==> src/design/sdspi_pkg.sv <==
// Package for the SD card SPI host sequencer: phase codes, command codes,
// item structures and the command frame helper. No dependencies.
`default_nettype none
package sdspi_pkg;

	localparam int BLOCK_BYTES_DEF = 512;
	localparam int CNT_W = 10;
	localparam int QUEUE_DEPTH = 2;

	typedef enum logic [1:0] {
		FN_INIT  = 2'd0,
		FN_READ  = 2'd1,
		FN_WRITE = 2'd2,
		FN_XCHG  = 2'd3
	} func_t;

	typedef enum logic [3:0] {
		PH_IDLE       = 4'd0,
		PH_DUMMY      = 4'd1,
		PH_LEAD       = 4'd2,
		PH_FRAME      = 4'd3,
		PH_RESP_WAIT  = 4'd4,
		PH_RESP_TAIL  = 4'd5,
		PH_TOKEN_WAIT = 4'd6,
		PH_DATA_IN    = 4'd7,
		PH_TRAIL      = 4'd8,
		PH_DATA_OUT   = 4'd9,
		PH_BUSY_HIGH  = 4'd10,
		PH_BUSY_LOW   = 4'd11
	} phase_t;

	localparam logic [5:0] CMD_GO_IDLE  = 6'd0;
	localparam logic [5:0] CMD_IF_COND  = 6'd8;
	localparam logic [5:0] CMD_BLOCKLEN = 6'd16;
	localparam logic [5:0] CMD_READ     = 6'd17;
	localparam logic [5:0] CMD_WRITE    = 6'd24;
	localparam logic [5:0] CMD_OP_COND  = 6'd41;
	localparam logic [5:0] CMD_APP      = 6'd55;

	localparam logic [7:0] BYTE_IDLE  = 8'hFF;
	localparam logic [7:0] TOKEN_DATA = 8'hFE;

	// item after classification, front to back
	typedef struct packed {
		logic        start;
		logic        start_init;
		logic        start_read;
		logic [31:0] addr;
		logic [7:0]  miso;
		logic [7:0]  wbyte;
	} item_t;

	// one result item
	typedef struct packed {
		logic       busy_res;
		logic       job_done;
		logic       status_valid;
		logic [7:0] status_byte;
		logic       read_valid;
		logic [7:0] read_byte;
		logic       took_write_byte;
		logic       mosi_valid;
		logic [7:0] mosi_byte;
	} result_t;

	// byte k of a command frame
	function automatic logic [7:0] frame_byte(input logic [5:0] cmd, input logic [2:0] k,
			input logic [31:0] haddr, input logic [31:0] blen);
		logic [31:0] arg;
		logic [7:0]  b;
		case (cmd)
			CMD_IF_COND:           arg = 32'h0000_01AA;
			CMD_OP_COND:           arg = 32'h4000_0000;
			CMD_BLOCKLEN:          arg = blen;
			CMD_READ, CMD_WRITE:   arg = haddr;
			default:               arg = 32'd0;
		endcase
		case (k)
			3'd0: b = {2'b01, cmd};
			3'd1: b = arg[31:24];
			3'd2: b = arg[23:16];
			3'd3: b = arg[15:8];
			3'd4: b = arg[7:0];
			default: begin
				case (cmd)
					CMD_GO_IDLE:  b = 8'h95;
					CMD_IF_COND:  b = 8'h87;
					CMD_BLOCKLEN: b = 8'hFF;
					default:      b = 8'h00;
				endcase
			end
		endcase
		return b;
	endfunction

endpackage
`default_nettype wire

==> src/design/sdspi_front.sv <==
// Front part: accepts input transactions and classifies them into items.
// Depends on sdspi_pkg.
`default_nettype none
module sdspi_front (
	input  wire logic              clk,
	input  wire logic              arst_n,
	input  wire logic              in_valid,
	output logic                   in_ready,
	input  wire logic [1:0]        func,
	input  wire logic [31:0]       addr,
	input  wire logic [7:0]        miso,
	input  wire logic [7:0]        wbyte,
	output logic                   q_valid,
	input  wire logic              q_ready,
	output sdspi_pkg::item_t       q_item
);
	import sdspi_pkg::*;

	item_t it_q;
	logic  v_q;

	assign in_ready = !v_q || q_ready;
	assign q_valid  = v_q;
	assign q_item   = it_q;

	// register stage holding one classified item
	always_ff @(posedge clk or negedge arst_n) begin
		if (!arst_n) begin
			v_q <= 1'b0;
		end else if (in_ready) begin
			v_q <= in_valid;
		end
	end

	always_ff @(posedge clk) begin
		if (in_ready && in_valid) begin
			it_q.start      <= (func != FN_XCHG);
			it_q.start_init <= (func == FN_INIT);
			it_q.start_read <= (func == FN_READ);
			it_q.addr       <= addr;
			it_q.miso       <= miso;
			it_q.wbyte      <= wbyte;
		end
	end

`ifndef SYNTHESIS
	a_hold: assert property (@(posedge clk) disable iff (!arst_n)
		v_q && !q_ready |=> v_q && $stable(it_q)) else $error("front item lost");
	a_kind: assert property (@(posedge clk) disable iff (!arst_n)
		v_q && it_q.start_init |-> it_q.start) else $error("bad classification");
	a_ready: assert property (@(posedge clk) disable iff (!arst_n)
		!v_q |-> in_ready) else $error("front stalls while empty");
`endif

endmodule
`default_nettype wire

==> src/design/sdspi_queue.sv <==
// Short FIFO between front and back parts. Depends on sdspi_pkg.
`default_nettype none
module sdspi_queue (
	input  wire logic              clk,
	input  wire logic              arst_n,
	input  wire logic              wr_valid,
	output logic                   wr_ready,
	input  wire sdspi_pkg::item_t  wr_item,
	output logic                   rd_valid,
	input  wire logic              rd_ready,
	output sdspi_pkg::item_t       rd_item
);
	import sdspi_pkg::*;

	item_t      mem_q [QUEUE_DEPTH];
	logic       wp_q, rp_q;
	logic [1:0] cnt_q;
	logic       push, pop;

	assign wr_ready = (cnt_q != 2'(QUEUE_DEPTH));
	assign rd_valid = (cnt_q != 2'd0);
	assign rd_item  = mem_q[rp_q];
	assign push = wr_valid && wr_ready;
	assign pop  = rd_valid && rd_ready;

	// pointers and fill count
	always_ff @(posedge clk or negedge arst_n) begin
		if (!arst_n) begin
			wp_q <= 1'b0;
			rp_q <= 1'b0;
			cnt_q <= 2'd0;
		end else begin
			if (push) wp_q <= ~wp_q;
			if (pop)  rp_q <= ~rp_q;
			cnt_q <= cnt_q + {1'b0, push} - {1'b0, pop};
		end
	end

	always_ff @(posedge clk) begin
		if (push) mem_q[wp_q] <= wr_item;
	end

`ifndef SYNTHESIS
	a_ovf: assert property (@(posedge clk) disable iff (!arst_n)
		cnt_q <= 2'(QUEUE_DEPTH)) else $error("queue overflow");
	a_ptr: assert property (@(posedge clk) disable iff (!arst_n)
		cnt_q == 2'd0 || cnt_q == 2'(QUEUE_DEPTH) |-> wp_q == rp_q) else $error("pointer slip");
	a_pop: assert property (@(posedge clk) disable iff (!arst_n)
		pop && !push |=> cnt_q == $past(cnt_q) - 2'd1) else $error("count slip");
`endif

endmodule
`default_nettype wire

==> src/design/sdspi_back.sv <==
// Back part: the card sequencer, one step per item, with an output register.
// Depends on sdspi_pkg.
`default_nettype none
module sdspi_back #(
	parameter int BLOCK_BYTES = sdspi_pkg::BLOCK_BYTES_DEF
) (
	input  wire logic              clk,
	input  wire logic              arst_n,
	input  wire logic              q_valid,
	output logic                   q_ready,
	input  wire sdspi_pkg::item_t  q_item,
	output logic                   out_valid,
	input  wire logic              out_ready,
	output sdspi_pkg::result_t     out_res
);
	import sdspi_pkg::*;

	localparam logic [CNT_W-1:0] BLK = CNT_W'(BLOCK_BYTES);

	phase_t           phase_q, phase_d;
	logic [CNT_W-1:0] cnt_q, cnt_d;
	logic [31:0]      addr_q, addr_d;
	logic [7:0]       resp_q, resp_d;
	logic [5:0]       cmd_q, cmd_d;
	logic             isrd_q, isrd_d;
	result_t          r, res_q;
	logic             ov_q, step;

	assign q_ready   = !ov_q || out_ready;
	assign step      = q_valid && q_ready;
	assign out_valid = ov_q;
	assign out_res   = res_q;

	// state registers
	always_ff @(posedge clk or negedge arst_n) begin
		if (!arst_n) begin
			phase_q <= PH_IDLE;
			cnt_q   <= '0;
			addr_q  <= '0;
			resp_q  <= BYTE_IDLE;
			cmd_q   <= '0;
			isrd_q  <= 1'b0;
			ov_q    <= 1'b0;
		end else begin
			if (q_ready) ov_q <= q_valid;
			if (step) begin
				phase_q <= phase_d;
				cnt_q   <= cnt_d;
				addr_q  <= addr_d;
				resp_q  <= resp_d;
				cmd_q   <= cmd_d;
				isrd_q  <= isrd_d;
			end
		end
	end

	always_ff @(posedge clk) begin
		if (step) res_q <= r;
	end

	// next state and result
	always_comb begin
		phase_d = phase_q;
		cnt_d   = cnt_q;
		addr_d  = addr_q;
		resp_d  = resp_q;
		cmd_d   = cmd_q;
		isrd_d  = isrd_q;
		r       = '0;
		if (q_item.start) begin
			r.mosi_byte = BYTE_IDLE;
			r.mosi_valid = 1'b1;
			if (q_item.start_init) begin
				phase_d = PH_DUMMY;
				cnt_d = CNT_W'(1);
			end else begin
				addr_d = q_item.addr;
				isrd_d = q_item.start_read;
				phase_d = PH_LEAD;
				cnt_d = '0;
			end
		end else begin
			case (phase_q)
				PH_DUMMY: begin
					r.mosi_valid = 1'b1;
					if (cnt_q < CNT_W'(12)) begin
						cnt_d = cnt_q + 1'b1;
						r.mosi_byte = BYTE_IDLE;
					end else begin
						cmd_d = CMD_GO_IDLE; phase_d = PH_FRAME; cnt_d = CNT_W'(1);
						r.mosi_byte = frame_byte(CMD_GO_IDLE, 3'd0, addr_q, 32'(BLOCK_BYTES));
					end
				end
				PH_LEAD: begin
					cmd_d = isrd_q ? CMD_READ : CMD_WRITE;
					phase_d = PH_FRAME; cnt_d = CNT_W'(1);
					r.mosi_valid = 1'b1;
					r.mosi_byte = {2'b01, cmd_d};
				end
				PH_FRAME: begin
					r.mosi_valid = 1'b1;
					if (cnt_q < CNT_W'(6)) begin
						r.mosi_byte = frame_byte(cmd_q, cnt_q[2:0], addr_q, 32'(BLOCK_BYTES));
						cnt_d = cnt_q + 1'b1;
					end else begin
						phase_d = PH_RESP_WAIT;
						r.mosi_byte = BYTE_IDLE;
					end
				end
				PH_RESP_WAIT: begin
					r.mosi_valid = 1'b1;
					r.mosi_byte = BYTE_IDLE;
					if (q_item.miso != BYTE_IDLE) begin
						resp_d = q_item.miso;
						if (cmd_q == CMD_READ || cmd_q == CMD_WRITE) begin
							if (q_item.miso != 8'h00) begin
								phase_d = PH_FRAME; cnt_d = CNT_W'(1);
								r.mosi_byte = {2'b01, cmd_q};
							end else if (cmd_q == CMD_READ) begin
								phase_d = PH_TOKEN_WAIT;
							end else begin
								phase_d = PH_DATA_OUT; cnt_d = '0;
								r.mosi_byte = TOKEN_DATA;
							end
						end else begin
							phase_d = PH_RESP_TAIL; cnt_d = '0;
						end
					end
				end
				PH_RESP_TAIL: begin
					cnt_d = cnt_q + 1'b1;
					if (cnt_d < CNT_W'(5)) begin
						r.mosi_valid = 1'b1;
						r.mosi_byte = BYTE_IDLE;
					end else begin
						case (cmd_q)
							CMD_GO_IDLE: begin
								r.status_valid = 1'b1; cmd_d = CMD_IF_COND;
							end
							CMD_IF_COND: begin
								r.status_valid = 1'b1; cmd_d = CMD_APP;
							end
							CMD_APP: cmd_d = CMD_OP_COND;
							CMD_OP_COND: begin
								if (resp_q == 8'h00) begin
									r.status_valid = 1'b1; cmd_d = CMD_BLOCKLEN;
								end else begin
									cmd_d = CMD_APP;
								end
							end
							default: begin
								r.status_valid = 1'b1; r.job_done = 1'b1;
								phase_d = PH_IDLE;
							end
						endcase
						if (r.status_valid) r.status_byte = resp_q;
						if (!r.job_done) begin
							phase_d = PH_FRAME; cnt_d = CNT_W'(1);
							r.mosi_valid = 1'b1;
							r.mosi_byte = {2'b01, cmd_d};
						end
					end
				end
				PH_TOKEN_WAIT: begin
					if (q_item.miso == TOKEN_DATA) begin
						resp_d = q_item.miso; phase_d = PH_DATA_IN; cnt_d = '0;
					end
					r.mosi_valid = 1'b1; r.mosi_byte = BYTE_IDLE;
				end
				PH_DATA_IN: begin
					r.read_byte = q_item.miso; r.read_valid = 1'b1;
					cnt_d = cnt_q + 1'b1;
					if (cnt_d >= BLK) phase_d = PH_TRAIL;
					r.mosi_valid = 1'b1; r.mosi_byte = BYTE_IDLE;
				end
				PH_TRAIL: begin
					r.status_byte = resp_q; r.status_valid = 1'b1;
					r.job_done = 1'b1; phase_d = PH_IDLE;
				end
				PH_DATA_OUT: begin
					r.mosi_valid = 1'b1;
					if (cnt_q < BLK) begin
						r.mosi_byte = q_item.wbyte; r.took_write_byte = 1'b1;
						cnt_d = cnt_q + 1'b1;
					end else begin
						phase_d = PH_BUSY_HIGH; r.mosi_byte = BYTE_IDLE;
					end
				end
				PH_BUSY_HIGH: begin
					if (q_item.miso != BYTE_IDLE) phase_d = PH_BUSY_LOW;
					r.mosi_valid = 1'b1; r.mosi_byte = BYTE_IDLE;
				end
				PH_BUSY_LOW: begin
					if (q_item.miso == 8'h00) begin
						r.mosi_valid = 1'b1; r.mosi_byte = BYTE_IDLE;
					end else begin
						resp_d = q_item.miso;
						r.status_byte = q_item.miso; r.status_valid = 1'b1;
						r.job_done = 1'b1; phase_d = PH_IDLE;
					end
				end
				default: phase_d = PH_IDLE;
			endcase
		end
		r.busy_res = (phase_d != PH_IDLE);
	end

`ifndef SYNTHESIS
	a_hold: assert property (@(posedge clk) disable iff (!arst_n)
		ov_q && !out_ready |=> ov_q && $stable(res_q)) else $error("result lost");
	a_done: assert property (@(posedge clk) disable iff (!arst_n)
		step && r.job_done |-> !r.busy_res && r.status_valid) else $error("done while busy");
	a_took: assert property (@(posedge clk) disable iff (!arst_n)
		step && r.took_write_byte |-> r.mosi_valid) else $error("write byte not sent");
	a_cnt: assert property (@(posedge clk) disable iff (!arst_n)
		phase_q == PH_DATA_IN |-> cnt_q < BLK) else $error("data count overrun");
`endif

endmodule
`default_nettype wire

==> src/design/sd_card_spi_host_sequencer.sv <==
// SD card SPI-mode host sequencer, top level. Depends on sdspi_pkg, sdspi_front,
// sdspi_queue and sdspi_back.
// m_axis_tvalid rises once the input transaction has passed the front register,
// the queue entry and the output register. Throughput: one item per cycle while
// m_axis_tready is high, set by the single step of the back part's phase logic.
// Reset (arst_n low) puts the sequencer idle, clears the queue and drops
// m_axis_tvalid.
`default_nettype none
module sd_card_spi_host_sequencer #(
	parameter int BLOCK_BYTES = sdspi_pkg::BLOCK_BYTES_DEF
) (
	input  wire logic        clk,
	input  wire logic        arst_n,
	input  wire logic        s_axis_tvalid,
	output logic             s_axis_tready,
	// [31:0] block_address, [39:32] miso_byte, [47:40] write_byte
	input  wire logic [47:0] s_axis_tdata,
	// [1:0] func
	input  wire logic [1:0]  s_axis_tuser,
	output logic             m_axis_tvalid,
	input  wire logic        m_axis_tready,
	// [7:0] mosi_byte, [15:8] read_byte, [23:16] status_byte
	output logic [23:0]      m_axis_tdata,
	// [0] mosi_valid, [1] took_write_byte, [2] read_valid, [3] status_valid,
	// [4] job_done, [5] busy_res
	output logic [5:0]       m_axis_tuser
);
	import sdspi_pkg::*;

	item_t   f_item, b_item;
	logic    f_valid, f_ready, b_valid, b_ready;
	result_t res;

	sdspi_front u_front (
		.clk(clk), .arst_n(arst_n),
		.in_valid(s_axis_tvalid), .in_ready(s_axis_tready),
		.func(s_axis_tuser), .addr(s_axis_tdata[31:0]),
		.miso(s_axis_tdata[39:32]), .wbyte(s_axis_tdata[47:40]),
		.q_valid(f_valid), .q_ready(f_ready), .q_item(f_item)
	);

	sdspi_queue u_queue (
		.clk(clk), .arst_n(arst_n),
		.wr_valid(f_valid), .wr_ready(f_ready), .wr_item(f_item),
		.rd_valid(b_valid), .rd_ready(b_ready), .rd_item(b_item)
	);

	sdspi_back #(.BLOCK_BYTES(BLOCK_BYTES)) u_back (
		.clk(clk), .arst_n(arst_n),
		.q_valid(b_valid), .q_ready(b_ready), .q_item(b_item),
		.out_valid(m_axis_tvalid), .out_ready(m_axis_tready), .out_res(res)
	);

	// pack result
	assign m_axis_tdata = {res.status_byte, res.read_byte, res.mosi_byte};
	assign m_axis_tuser = {res.busy_res, res.job_done, res.status_valid,
		res.read_valid, res.took_write_byte, res.mosi_valid};

endmodule
`default_nettype wire

==> config.mk <==
export PLATFORM = sky130hd
export DESIGN_NAME = sd_card_spi_host_sequencer
export DESIGN_NICKNAME = d
export VERILOG_FILES = /design/src/design/sdspi_pkg.sv /design/src/design/sdspi_front.sv /design/src/design/sdspi_queue.sv /design/src/design/sdspi_back.sv /design/src/design/sd_card_spi_host_sequencer.sv
export SDC_FILE = /design/constraint.sdc
export NUM_CORES = 1
export LEC_CHECK = 0
export ABC_AREA = 1
export BUFFER_PORTS_ARGS = -buffer_cell sky130_fd_sc_hd__buf_2
export CELL_PAD_IN_SITES_DETAIL_PLACEMENT = 1
export CELL_PAD_IN_SITES_GLOBAL_PLACEMENT = 1
export CORE_MARGIN = 10
export CORE_UTILIZATION = 48
export DETAILED_ROUTE_END_ITERATION = 12
export PLACE_DENSITY_LB_ADDON = 0.1
export SYNTH_ARGS = -nofsm -noshare
export SYNTH_HDL_FRONTEND = slang
export SYNTH_SLANG_ARGS = --single-unit
==> constraint.sdc <==
create_clock -name clk -period 4.4 [get_ports clk]
set_input_delay 0.22 -clock clk [delete_from_list [all_inputs] [get_ports clk]]
set_output_delay 0.22 -clock clk [all_outputs]
set_load 0.02 [all_outputs]
==> impl_metrics.json, run 1 <==
{
  "min_period_ns": 2.787,
  "drt-wirelength-per-cell_um": 21.05,
  "drive_gt1_frac": 0.1990,
  "powerDensity_mw_per_mm2": 693.9,
  "yosysTopAreaCellShare": 0.5011,
  "ys_ff_latch": 250,
  "gp_congestion": 0.9201,
  "yosysTopAreaCell": "edfxtp_1",
  "die_area_mm2": 0.02929,
  "multi_input_area_mm2": 0.003293,
  "power_leakage_nw": 5.313,
  "worstMarginPinSlew_ns": 1.184,
  "htreeDepth": 1,
  "port_buffers": 85,
  "cts_resized": 0,
  "slowest_stage": "dfrtp_2",
  "arrival_ns": 3.25,
  "synth_edf_count": 183,
  "hold_path.class": "in -> async",
  "die_h_um": 171.2,
  "hold_viol_final": 0,
  "path_clk_slew_ns": 0.06,
  "boundaryPins": 86,
  "ys_warn_count": 0,
  "grt_overflow": 0,
  "drtIter0Drc": 488,
  "syn_nets": 1081,
  "core_mm2": 0.02257,
  "cp.required_ns": 4.86,
  "fmaxAchievable_mhz": 358.8,
  "rrSetupSlack_ns": 1.61,
  "rows": 55,
  "vias": 7934,
  "grt_pass1_vias": 8689,
  "dr.pass1.iters": 5,
  "ys_seq_area_frac": 0.6549,
  "worst_clock_skew_ns": 0.01978,
  "grt_max_degree": 67,
  "drt.antenna.violating_nets": 0,
  "async_flop_share": 0.2680,
  "setup_tns_ns": 0,
  "start_util": 0.4859,
  "stdcell_count": 1472,
  "cap_violations": 0,
  "ff_latch_area_mm2": 0.007183,
  "grt_antenna_before_repair": 1,
  "setup_violations": 0,
  "grt_usage": 0.2155,
  "cts_buffer_depth": 3,
  "synth_cell_types": 52,
  "status": "finished, final reports clean",
  "peakVddDrop_mv": 0.3791,
  "final_util": 0.5767,
  "cts_tree": "yes",
  "worstSetupPathType": "reg -> reg",
  "worstSkewPairLatency_ns": 0.54,
  "synth_commonest_cells": "nand2_1 (268), edfxtp_1 (183), nor2_1 (105)",
  "layout.nets": 1228,
  "critPathCaptureType": "flop",
  "cts_buffers": 26,
  "cpMostUsedCell": "nand3_1",
  "dp_hpwl_mm": 20.77,
  "start_kind": "flop",
  "vias_per_cell": 5.390,
  "yosys-top-cells-area": "edfxtp_1 (50%), dfrtp_1 (13%), nand2_1 (9.2%)",
  "synth_most_common_cell": "nand2_1",
  "wl_mm": 30.98,
  "relSlewSlack": 0.2105,
  "dpl.cell_count": 1369,
  "areaGrowthSynthToFinish_pct": 18.69,
  "avgSynthCellArea_um2": 10.76,
  "nFillCells": 2436,
  "ys.flop_type": "edfxtp_1",
  "fin_crit_sh": 0.6334,
  "root_buffer": "clkbuf_16",
  "cpPeakStageDelay_ns": 0.58,
  "critPathMaxFanout": 23,
  "path_cells": "inv_2 -> nand2_1 -> nand2_2 -> inv_2 -> nand3_1 -> nand3_1 -> nor2_2 -> nand3_1 -> o21ai_1",
  "rsz0062_at_grt": "no",
  "slew_viol_final": 0,
  "cts.sink_count": 250,
  "grt_pass1_wl_mm": 48.68,
  "syn_inst": 1019,
  "die_w_um": 171.2,
  "synth_area_mm2": 0.01097,
  "drcViolationCount": 0
}
==> metrics by stage <==
step	hold slack, ns	power [W]	area [um2]	setup WS, ns
finish	0.3197	0.009032	13020	1.613
global route	0.3607	0.009605	13020	1.380
CTS	0.3201	0.009051	13010	1.603
detailed placement	0.3466	0.006942	11670	1.601
global placement	0.3422	0.006848	11670	1.742
floorplan	-0.07559	0.005939	10970	1.172
==> layer usage <==
metal  part of all wire  vias up  wire length, um  GRT usage
li1                   -     3764                -          -
met1               0.41     3957            12680     0.2577
met2               0.53      163            16390     0.3904
met3              0.038       50             1183    0.03341
met4              0.023        0              727    0.06389
met5                  0        -                0          0
==> final cells by class <==
cell class | instances | share of cell area
well taps | 285 | 0.02740
inverters | 91 | 0.02624
diodes | 1 | 0.0001923
flip-flops and latches | 250 | 0.5519
clock buffers | 37 | 0.05393
multi-input cells | 649 | 0.2530
repair buffers | 148 | 0.07940
clock inverters | 11 | 0.007979
==> final timing paths <==
check / startpoint / to / cells past startpoint
setup / recovery: u_queue.rp_q / u_back.cnt_q[7] / 9
hold / removal: arst_n / u_queue.cnt_q[1] / 2
setup reg to reg: u_queue.rp_q / u_back.cnt_q[7] / 9
hold reg to reg: u_front.q_item[50] / u_queue.mem_q[0][50] / 0
max in group asynchronous: arst_n / u_back.addr_q[17] / 3
min in group clk: s_axis_tdata[23] / u_front.q_item[39] / 2
==> state kept, by name, summed over array words and instances (netlist names) <==
name,cells
u_back.resp_q,8
u_back.addr_q,32
u_front.q_item,51
u_back.isrd_q,1
u_queue.cnt_q,2
u_back.cmd_q,6
u_front.q_valid,1
u_back.out_res,30
u_queue.mem_q,102
u_back.out_valid,1
u_back.cnt_q,10
u_back.phase_q,4
u_queue.rp_q,1
u_queue.wp_q,1
==> timing repair <==
action	in CTS	in global routing
buffers inserted	0	0
hold buffers	54	0
endpoints found under the hold margin	73	0
==> layout by cell type (no fill, tap or decap), types with 11 or more instances in the layout <==
cell type and n:
a21oi_1 31, a31oi_1 36, buf_2 85, clkbuf_16 26, dfrtp_1 58, dlygate4sd3_1 54
edfxtp_1 183, inv_1 71, inv_2 20, nand2_1 268, nand2_2 20, nand3_1 45
nand4_1 15, nor2_1 103, nor2_2 11, o21ai_0 22, o21ai_1 13, o21ai_2 12
==> critical path: cells and delay by family (launching register included) <==
family	cells	cell delay [ns]
flops	1	0.58
compound gates	1	0.10
simple gates	6	1.38
buf+inv	2	0.64
==> power by group <==
group	internal [W]	total, W	switching (W)
clock	0.00118	0.00207	0.000898
sequential	0.00350	0.00393	0.000431
combinational	0.000844	0.00303	0.00219
==> kinds of logic after synthesis <==
| family | count (synthesis) | synth area share |
|---|---|---|
| flops | 250 | 0.6549 |
| compound gates | 135 | 0.07873 |
| xor+xnor | 4 | 0.003195 |
| buf+inv | 120 | 0.04666 |
| simple gates | 501 | 0.2065 |
| mux | 1 | 0.0009128 |
| fa+ha+maj | 8 | 0.009128 |
Power figures use the tool's default switching activity.
==> run 2, diff against run 1 <==
- ABC_AREA: 1 -> 0
- CORE_UTILIZATION: 48 -> 49
- clock period: 4.4 -> 2.6 ns (I/O delays scaled with it)
==> run 2 against run 1 <==
Design area grew 7.4%. Setup slack worse by 1.6 ns. Die area decreased by 2.9%. Clock-buffer cell count decreased by 7. Non-clock buffer count rose by 93. Critical path type unchanged. Largest cell class unchanged. Highest routed layer unchanged.
==> impl_metrics.json, run 2 <==
{
  "fin_crit_sh": 0.9817,
  "cts_buffer_depth": 3,
  "drcViolationCount": 0,
  "grt_pass1_vias": 8816,
  "synth_area_mm2": 0.01083,
  "path_cells": "ha_4 -> nand2_1 -> or3_1 -> o211a_4 -> o2111a_2 -> buf_4 -> o41a_1 -> o32ai_1",
  "met2_usage": 0.4280,
  "grt_overflow": 0,
  "slowest_stage": "o41a_1",
  "worstSetupPathType": "reg -> reg",
  "cts_buffers": 26,
  "cp.required_ns": 2.97,
  "p_seq_frac": 0.403,
  "rows": 54,
  "dpl.cell_count": 1245,
  "design_area_mm2": 0.01399,
  "fmaxAchievable_mhz": 391.8,
  "ff2ff_path_depth": 8,
  "arrival_ns": 2.92,
  "worstSkewPairLatency_ns": 0.56,
  "grt_max_degree": 67,
  "drt-wirelength-per-cell_um": 25.79,
  "yosysTopAreaCellShare": 0.5076,
  "slew_viol_final": 0,
  "syn_nets": 900,
  "setup_violations": 0,
  "swShare": 0.3650,
  "largest_reg_flops": 102,
  "vias_per_cell": 5.932,
  "die_w_um": 168.6,
  "final_util": 0.6429,
  "ys_ff_latch": 250,
  "dp_hpwl_mm": 22.76,
  "grtUsageMet1": 0.2854,
  "rsz0062_at_grt": "yes",
  "relSlewSlack": 0.5624,
  "ys_warn_count": 0,
  "die_h_um": 168.6,
  "gr-max-usage-layer": "met2",
  "rrSetupSlack_ns": 0.05,
  "start_util": 0.4976,
  "path_depth": 8,
  "min_period_ns": 2.552,
  "powerDensity_mw_per_mm2": 1179,
  "grt_usage": 0.2397,
  "areaGrowthSynthToFinish_pct": 29.18,
  "htreeDepth": 1,
  "drt.antenna.violating_nets": 0,
  "yosys-top-cells-area": "edfxtp_1 (51%), dfrtp_1 (14%), mux2i_1 (4.3%)",
  "path_delay_family": "compound AO/OA/AOI/OAI gates",
  "intPower_w": 0.01047,
  "cts_tree": "yes",
  "synth_commonest_cells": "edfxtp_1 (183), nor2_1 (91), a21oi_1 (61)",
  "hold_path.class": "in -> async",
  "r2r-end": "u_back.out_res[21]",
  "syn_inst": 838,
  "peakVddDrop_mv": 0.9122,
  "final_common_cell": "edfxtp_1",
  "status": "finished, final reports clean",
  "drive_gt1_frac": 0.2836,
  "root_buffer": "clkbuf_16",
  "comb_power_share": 0.344,
  "start_kind": "flop",
  "worstMarginPinSlew_ns": 0.6563,
  "gp_congestion": 0.9220,
  "switchingPower_w": 0.006019,
  "ys_seq_area_frac": 0.6634,
  "yosysTopAreaCell": "edfxtp_1",
  "worst_clock_skew_ns": 0.02677,
  "synth_edf_count": 183,
  "critPathMaxFanout": 6,
  "boundaryPins": 86,
  "layout.nets": 1128,
  "drtIter0Drc": 655,
  "avgSynthCellArea_um2": 12.92,
  "wl_mm": 35.28,
  "grt_pass1_wl_mm": 53.61,
  "vias": 8115,
  "timing.hold.ws_ns": 0.1463,
  "hold_viol_final": 0,
  "cap_violations": 0,
  "port_buffers": 85,
  "r2r-start": "u_back.cnt_q[0]",
  "grt_antenna_before_repair": 2,
  "synth_cell_types": 89,
  "path_clk_slew_ns": 0.07,
  "power_leakage_nw": 5.318,
  "die_area_mm2": 0.02844,
  "critPathCaptureType": "flop",
  "async_flop_share": 0.2680,
  "core_mm2": 0.02176,
  "synth_most_common_cell": "edfxtp_1",
  "regMostFlops": "u_queue.mem_q",
  "cpPeakStageDelay_ns": 0.50,
  "grt_util_met3": 0.04238,
  "critPathBufInv": 1,
  "dr.pass1.iters": 5,
  "stdcell_count": 1368,
  "clkPwrFrac": 0.253,
  "ys.flop_type": "edfxtp_1",
  "place_area_mm2": 0.01208,
  "p_total_w": 0.01649,
  "mostFrequentLayoutCells": "edfxtp_1 (183), buf_4 (99), nor2_1 (88), buf_2 (85), a21oi_1 (60)",
  "cts.sink_count": 250
}
==> run 2: changes by cell type in the layout (fill, tap and decap cells not counted), sizes merged, moves of 34 or more <==
cell and change:
nor2 -34, mux2i +46, inv -68, nand2 -235, nand3 -36, buf +93
==> run 2: worst max-delay path by stage <==
stage	from	slack, ns	end
global placement	u_back.cnt_q[0]	0.01	u_back.out_res[19]
finish	u_back.cnt_q[0]	0.05	u_back.out_res[21]
CTS	u_back.cmd_q[2]	0.004	u_back.out_res[0]
global route	u_back.cnt_q[6]	-0.04	u_back.out_res[29]
detailed placement	u_back.cnt_q[0]	-0.24	u_back.out_res[25]
floorplan	u_back.cnt_q[0]	0.04	u_back.out_res[19]
==> run 2: kinds of logic (layout without fill, tap and decap cells) <==
family,after synthesis,after routing,share of synthesized area
and+or+nand+nor,254,254,0.1171
DFF,250,250,0.6634
AOI/OAI and AO/OA,206,207,0.1321
buffers and inverters,62,309,0.02485
muxes,50,50,0.04692
adders and majority gates,8,8,0.009246
xor gates and xnor gates,8,8,0.006472
other,0,2,0
==> run 2: routing by layer <==
layer,share of wire,routed length [um],vias to the layer above
li1,-,-,3656
met1,0.39,13740,4158
met2,0.53,18610,231
met3,0.050,1763,70
met4,0.033,1167,0
met5,0,0,-
==> run 2: through the flow <==
stage	setup TNS, ns	worst slack, ns
after global placement	0	0.01348
after CTS	0	0.003821
final	0	0.04771
after floorplan	0	0.04362
after global routing	-0.1963	-0.04434
after detailed placement	-1.233	-0.2369
==> run 2: power by group through the flow <==
stage / sequential (W) / clock (W) / combinational, W
global placement: 0.00650 / 0 / 0.00494
global route: 0.00672 / 0.00438 / 0.00615
finish: 0.00664 / 0.00417 / 0.00568
floorplan: 0.00648 / 0 / 0.00296
CTS: 0.00656 / 0.00418 / 0.00528
detailed placement: 0.00662 / 0 / 0.00510
==> run 2: layout make-up <==
class                      instances  area [um2]
antenna                            2       5.005
clock buffer                      30       695.7
clock inverter                    18       269.0
fill                            2124        7770
inverter                          20       76.32
multi-input combinational        527        3638
sequential                       250        7191
tap                              280       350.3
timing repair buffer             241        1760
==> run 2: timing repair <==
action | 4_1_cts | 5_1_grt
setup buffers | 1 | 17
setup endpoints to repair | 15 | 36
resized for setup | 5 | 49
hold buffers | 54 | 0
pin swaps | 3 | 15
cloned | 1 | 0
endpoints found under the hold margin | 74 | 0
